## config.mk

```make
export PLATFORM = sky130hd
export DESIGN_NAME = rteg_divider
export DESIGN_NICKNAME = d
export VERILOG_FILES = /design/src/rtl/rteg_pkg.sv /design/src/rtl/rteg_divider.sv
export SDC_FILE = /design/constraint.sdc
export NUM_CORES = 1
export LEC_CHECK = 0
export ABC_CLOCK_PERIOD_IN_PS = 2150
export BUFFER_PORTS_ARGS = -buffer_cell sky130_fd_sc_hd__buf_2
export CORE_UTILIZATION = 40
export CTS_CLUSTER_SIZE = 8
export DETAILED_ROUTE_END_ITERATION = 8
export GPL_TIMING_DRIVEN = 0
export PLACE_DENSITY_LB_ADDON = 0.05
export SYNTH_ARGS = -nofsm -noshare
export SYNTH_HDL_FRONTEND = slang
export SYNTH_SLANG_ARGS = --single-unit
```

## constraint.sdc

```tcl
create_clock -name clk -period 2.15 [get_ports clk]
set_input_delay 0.215 -clock clk [delete_from_list [all_inputs] [get_ports clk]]
set_output_delay 0.215 -clock clk [all_outputs]
set_load 0.02 [all_outputs]
```

## src/rtl/rteg_pkg.sv

```systemverilog
`default_nettype none
// ----------------------------------------------------------------------------
// rteg_pkg
// Shared types and constants for the random recursive tree edge generator.
// ----------------------------------------------------------------------------
package rteg_pkg;

    localparam int unsigned MT_N = 624;
    localparam int unsigned MT_M = 397;
    localparam int unsigned IDX_W = 10;
    localparam logic [31:0] SEED_RESET = 32'd7734;
    localparam logic [31:0] INIT_MULT = 32'd1812433253;
    localparam logic [31:0] MATRIX_A = 32'h9908B0DF;
    localparam logic [31:0] TEMPER_B = 32'h9D2C5680;
    localparam logic [31:0] TEMPER_C = 32'hEFC60000;
    localparam int unsigned VERTEX_W = 16;
    localparam int unsigned END_W = 17;

    // states of the twister engine
    typedef enum logic [3:0] {
        MT_INIT_WR,
        MT_INIT_MUL,
        MT_IDLE,
        MT_TW_RD0,
        MT_TW_RD1,
        MT_TW_RD2,
        MT_TW_CALC,
        MT_DRAW_RD,
        MT_DRAW_WAIT,
        MT_DRAW_OUT
    } mt_state_t;

    // states of the edge sequencer
    typedef enum logic [2:0] {
        SQ_IDLE,
        SQ_REQ1,
        SQ_REQ2,
        SQ_DIV,
        SQ_OUT
    } sq_state_t;

    function automatic logic [31:0] mt_temper(input logic [31:0] y);
        logic [31:0] t;
        t = y ^ (y >> 11);
        t = t ^ ((t << 7) & TEMPER_B);
        t = t ^ ((t << 15) & TEMPER_C);
        t = t ^ (t >> 18);
        return t;
    endfunction

endpackage
`default_nettype wire

```

## src/rtl/rteg_divider.sv

```systemverilog
`default_nettype none
// ----------------------------------------------------------------------------
// rteg_divider
// Restoring remainder unit: 32-bit dividend by 16-bit divisor, one bit a cycle.
// ----------------------------------------------------------------------------
module rteg_divider (
    input  wire logic        clk,
    input  wire logic        rst_n,
    input  wire logic        start,
    input  wire logic [31:0] dividend,
    input  wire logic [15:0] divisor,
    output logic             done,
    output logic      [15:0] remainder
);
    import rteg_pkg::*;

    logic        run_reg, run_next;
    logic [5:0]  cnt_reg, cnt_next;
    logic [31:0] num_reg, num_next;
    logic [16:0] rem_reg, rem_next;
    logic [15:0] den_reg, den_next;
    logic [16:0] trial;

    always_ff @(posedge clk or negedge rst_n)
    begin
        if (!rst_n)
        begin
            run_reg <= 1'b0;
            cnt_reg <= '0;
        end
        else
        begin
            run_reg <= run_next;
            cnt_reg <= cnt_next;
        end
    end

    always_ff @(posedge clk)
    begin
        num_reg <= num_next;
        rem_reg <= rem_next;
        den_reg <= den_next;
    end

    always_comb
    begin
        run_next  = run_reg;
        cnt_next  = cnt_reg;
        num_next  = num_reg;
        rem_next  = rem_reg;
        den_next  = den_reg;
        done      = 1'b0;
        remainder = rem_reg[15:0];
        trial     = {rem_reg[15:0], num_reg[31]};
        if (start)
        begin
            run_next = 1'b1;
            cnt_next = '0;
            num_next = dividend;
            rem_next = '0;
            den_next = divisor;
        end
        else if (run_reg)
        begin
            num_next = {num_reg[30:0], 1'b0};
            rem_next = (trial >= {1'b0, den_reg}) ? trial - {1'b0, den_reg} : trial;
            cnt_next = cnt_reg + 1'b1;
            if (cnt_reg == 6'd31)
            begin
                run_next = 1'b0;
            end
        end
        else if (cnt_reg == 6'd32)
        begin
            done     = 1'b1;
            cnt_next = '0;
        end
    end

endmodule
`default_nettype wire

```

# Yosys cells after proc, flatten, opt, wreduce, memory -nomap -nowiden
# Index checks and enable logic that the tools add are counted.
[classes]
muxes = 12
eq_ne = 2
magnitude_cmp = 1
n_addsub = 2
reduce_logical = 2
[op_table]
columns = ["cell", "count"]
rows = [
  ["32-bit 2-to-1 mux", 2],
  ["6-bit 2-to-1 mux", 3],
  ["17-bit by 16-bit >= comparator with 1-bit output", 1],
  ["16-bit 2-to-1 mux", 1],
  ["16-bit subtractor", 1],
  ["6-bit by 1-bit adder with 6-bit output, second input constant", 1],
  ["6-bit by 5-bit == test with 1-bit output, second input constant", 1],
  ["6-bit == test, second input constant", 1],
  ["1-bit 2-to-1 mux", 6],
  ["3-bit nonzero test", 1],
  ["2-bit nonzero test", 1],
]
[totals]
output_inout_bits = 17
reg_bits = 71
wordCells = 24

# Depth between registers and ports, before layout
[logic_depth]
ltp_word = 4
ltp_mapped = 10
ltp_nobuf = 10

# Worst setup path before layout
# No wires, ideal clock.
[synth_timing]
kind = "reg-to-reg"
from = "register rem_reg[13]"
to = "register rem_reg[13]"
stages_incl_launch_ff = 9
t_required_ns = 2.071
period_less_slack_ns = 2.264
arrival_ns = 2.185
slack_ns = -0.114
n_path_buf = 1
path_cell_list = "dfxtp_1 -> ha_1 -> a21o_1 -> a211o_1 -> a211oi_2 -> a31oi_4 -> buf_6 -> or3_1 -> o211ai_1"
[synth_between]
elab_chain_cells = 2
[synth_lines]
columns = ["element", "line", "source"]
rows = [
  ["from (decl)", "rteg_divider.sv:20", "logic [16:0] rem_reg, rem_next;"],
  ["from (signal assigned)", "rteg_divider.sv:41", "rem_reg <= rem_next;"],
  ["17-bit by 16-bit >= comparator with 1-bit output", "rteg_divider.sv:66", "rem_next = (trial >= {1'b0, den_reg}) ? trial - {1'b0, den_reg} : trial;"],
  ["16-bit 2-to-1 mux", "rteg_divider.sv:66", ""],
]
# No other way between the ends.
# A chain may end at the register's enable or synchronous reset.

# Worst setup path in the final report
[layout_timing]
from = "register den_reg[1]"
to = "register rem_reg[0]"
[layout_between]
elab_chain_cells = 2
[layout_lines]
columns = ["element", "line", "source"]
rows = [
  ["from (decl)", "rteg_divider.sv:21", "logic [15:0] den_reg, den_next;"],
  ["from (signal assigned)", "rteg_divider.sv:42", "den_reg <= den_next;"],
  ["17-bit by 16-bit >= comparator with 1-bit output", "rteg_divider.sv:66", ""],
  ["16-bit 2-to-1 mux", "rteg_divider.sv:66", ""],
]
# No other way between the ends.

==> results.md <==
- Die X: 99.8 um
- Top Layer Used: met4
- Critical Path Source: den_reg[1]$_DFFE_PP_
- RSZ-0062 raised after global routing: yes
- Root buf cell: clkbuf_8
- Avg Synthesized Cell Area: 11.6 sq um
- Grt ovf: 0
- Hold Path Depth: 1
- Gpl congestion: 0.856
- R2R setup slack: -220 ps
- Total routed wirelength: 8600 um
- Clock buffer depth: 2
- Max reg flops: 32
- Top FF cell, synth: edfxtp_1
- WL met2: 4260 um
- Failing checks: negative setup slack
- Register-to-Register Path Depth: 8
- WP data required: 2400 ps
- Die area: between 9000 and 10000 sq um
- Largest net degree at the start of global routing: 18
- Most common cell after layout, fill and taps aside: buf_2
- Total Nets Final: around 490
- Min Tclk post-route: 2370 ps
- CTS Buf Count: 9
- CP Max Fanout: 5
- CP endpoint kind: flop
- I/O Pins: 68
- I/O Buffers: 67
- Drt initial violations: 93
- Worst Hold Class: in -> reg
- Area grow syn2layout: 27.6%
- Syn nets: 401
- Lkg Pwr: 2.02 nW
- Worst reg2reg path endpoint: rem_reg[0]$_SDFFE_PP0P_
- Total GRT Usage: 17.9%
- Reg-to-reg startpoint: den_reg[1]$_DFFE_PP_
- CP endpoint: rem_reg[0]$_SDFFE_PP0P_
- Synthesized area: roughly 3800 sq um
- Startpoint types: flop
- Area occupied by multi-input gates: 1940 sq um
- Crit-path cells: inv_2 > ha_4 > nor2b_4 > o2111ai_4 > a221o_1 > a31oi_4 > mux2_4 > a211oi_2
- Endpoints failing setup: 16
- Core area: 9240 sq um
- Row count: 35
- Fmax: 0.422 GHz
- Fill cells: 861
- MaxCap Viol Count: 0
- Slowest cell delay on critical path: 400 ps
- Sequential area share after synthesis: 50.6%
- Final worst clock skew: ~8.6 ps
- Worst Path Buf+Inv: 1
- Tot Pwr: 3.11 mW
- Clock sinks: 71
- Setup WS post-layout: -219 ps
- Worst-path clk slew: approximately 80 ps
- WP data arrival: 2620 ps
- Fraction of registers with async set/reset: approximately a tenth
- Slew @ Worst Pin: 636 ps
- Fin crit share: 110%
- Die height: 99.8 um
- Status: finished, violations left
- Register bit total from synthesis: 71
- Synth Instances: 331
- Synth warnings: 0
- Met1 WL: 3910 um
- CTS tree: built
- First-pass GRT wire length: 13700 um
- Commonest cells after routing, fill and taps aside: 67 x buf_2, 48 x edfxtp_1, 31 x mux2_2
- Largest delay share family, worst path: compound AO/OA/AOI/OAI gates
- P per Cell Area: 637 nW/um^2
- DR vias/cell: between 5 and 6
- Crit path depth: 8
- CP Class: reg -> reg
- Via Count: 2833
- Worst relative slew slack: 57.6%
- Count of pins over their slew limit: 0
- Routed wl met3: around 320 um
- # diodes: 0
- VDD IR max: 355 uV
- Final Hold Vio Count: 0
- Post-route ant nets: 0
- DRC viols: 0
- Vias in the first global route: 2771
- Worst-Skew Late Latency: 350 ps
- Setup_tns: -2750 ps
- HPWL after DPL: 5820 um
- Initial antenna violation count: 0
- FF+latch area: 1950 sq um
- 1st-pass router iterations: 4
- Layout cell share with drive strength beyond 1: 42.6%
- WL per Instance: 15.5 um
- Post-synth EDFFs: 48
- Yosys cell types: between 60 and 70
- H-tree depth: 3
- CP max-delay cell: a221o_1
- Starting Density: between 40% and 50%
layout make-up:
type                    count  area share [%]
repair inverters            1           0.154
repair buffers             80            9.51
flip-flops and latches     71            39.9
well taps                 129            3.31
plain buffers              12            1.38
multi-input cells         224            39.8
clock inverters             7            1.61
inverters                  23            1.85
clock buffers               9            2.54
worst reg2reg max path: stages (launching register included):
cell and delay [ps]:
edfxtp_1 350, inv_2 60, ha_4 260, nor2b_4 170, o2111ai_4 150, a221o_1 400, a31oi_4 330, mux2_4 340
a211oi_2 230
kinds of logic after synthesis:
logic type               synth area share, %
AND/OR/NAND/NOR                         10.3
buffers and inverters                   3.96
multiplexers                            11.5
XOR/XNOR                                3.21
AO/OA/AOI/OAI                           14.0
adder cells (fa/ha/maj)                 6.41
flip-flops                              50.6
layer usage:
layer / GRT usage [%] / vias up
met3: 3.62 / 9
met2: 30.7 / 54
met4: 7.69 / 0
met1: 21.9 / 1363
met5: 0 / -
li1: - / 1407
power by group:
| group | total [mW] | switching, mW | internal [mW] | leakage, nW |
|---|---|---|---|---|
| registers | 1.60 | 0.0360 | 1.56 | 0.720 |
| clock network | 1.11 | 0.558 | 0.551 | 0.105 |
| logic | 0.405 | 0.201 | 0.204 | 1.20 |
| total | 3.11 | 0.795 | 2.32 | 2.02 |
Yosys cell counts (2+ instances only):
library cell	count	area (sq um)
o21a_1	3	22.5
nor2_1	24	90.1
o211ai_1	3	22.5
nand2b_1	4	25.0
a21oi_1	9	45.0
inv_1	23	86.3
xor2_1	9	78.8
xnor2_1	5	43.8
mux2_2	32	360
o21ai_0	13	65.1
nand2_1	22	82.6
nand3_1	2	10.0
a22o_1	2	17.5
dfrtp_1	7	175
dfxtp_1	16	320
nor3_1	5	25.0
clkbuf_1	7	26.3
a211oi_1	11	82.6
a21o_1	5	37.5
o31a_1	2	17.5
buf_6	2	22.5
and2_1	3	18.8
buf_1	3	11.3
nor3b_1	2	15.0
nand3b_1	2	15.0
edfxtp_1	48	1440
ha_1	18	225
a211o_1	2	17.5
nand4_1	6	37.5
mux2i_1	8	80.1
repair_timing:
item	in CTS	in global routing
resized for setup	34	22
setup endpoints to repair	17	16
pin swaps	11	23
hold endpoints to repair	7	0
cloned	2	1
setup buffers	6	5
hold buffers	1	0
stage by stage:
stage,setup WS (ps),instance area (sq um),util (%),hold WS [ps],cells
after floorplan,2.05,3860,-,-80.6,331
after global placement,-431,4360,47.2,64.0,527
after detailed placement,-446,4360,47.2,63.7,527
after CTS,-223,4770,51.6,21.4,552
after global routing,-312,4880,52.8,22.3,556
final,-219,4880,52.8,41.2,556
worst min path at each step:
stage / startpoint / slack (ps) / endpoint
CTS: divisor[10] / 20 / den_reg[10]$_DFFE_PP_
floorplan: rst_n / -80 / cnt_reg[0]$_DFFE_PN0P_
finish: divisor[9] / 40 / den_reg[9]$_DFFE_PP_
detailed placement: rst_n / 60 / cnt_reg[3]$_DFFE_PN0P_
global placement: rst_n / 60 / cnt_reg[3]$_DFFE_PN0P_
global route: divisor[9] / 20 / den_reg[9]$_DFFE_PP_
Note: power is estimated with default switching activity, not from simulation.
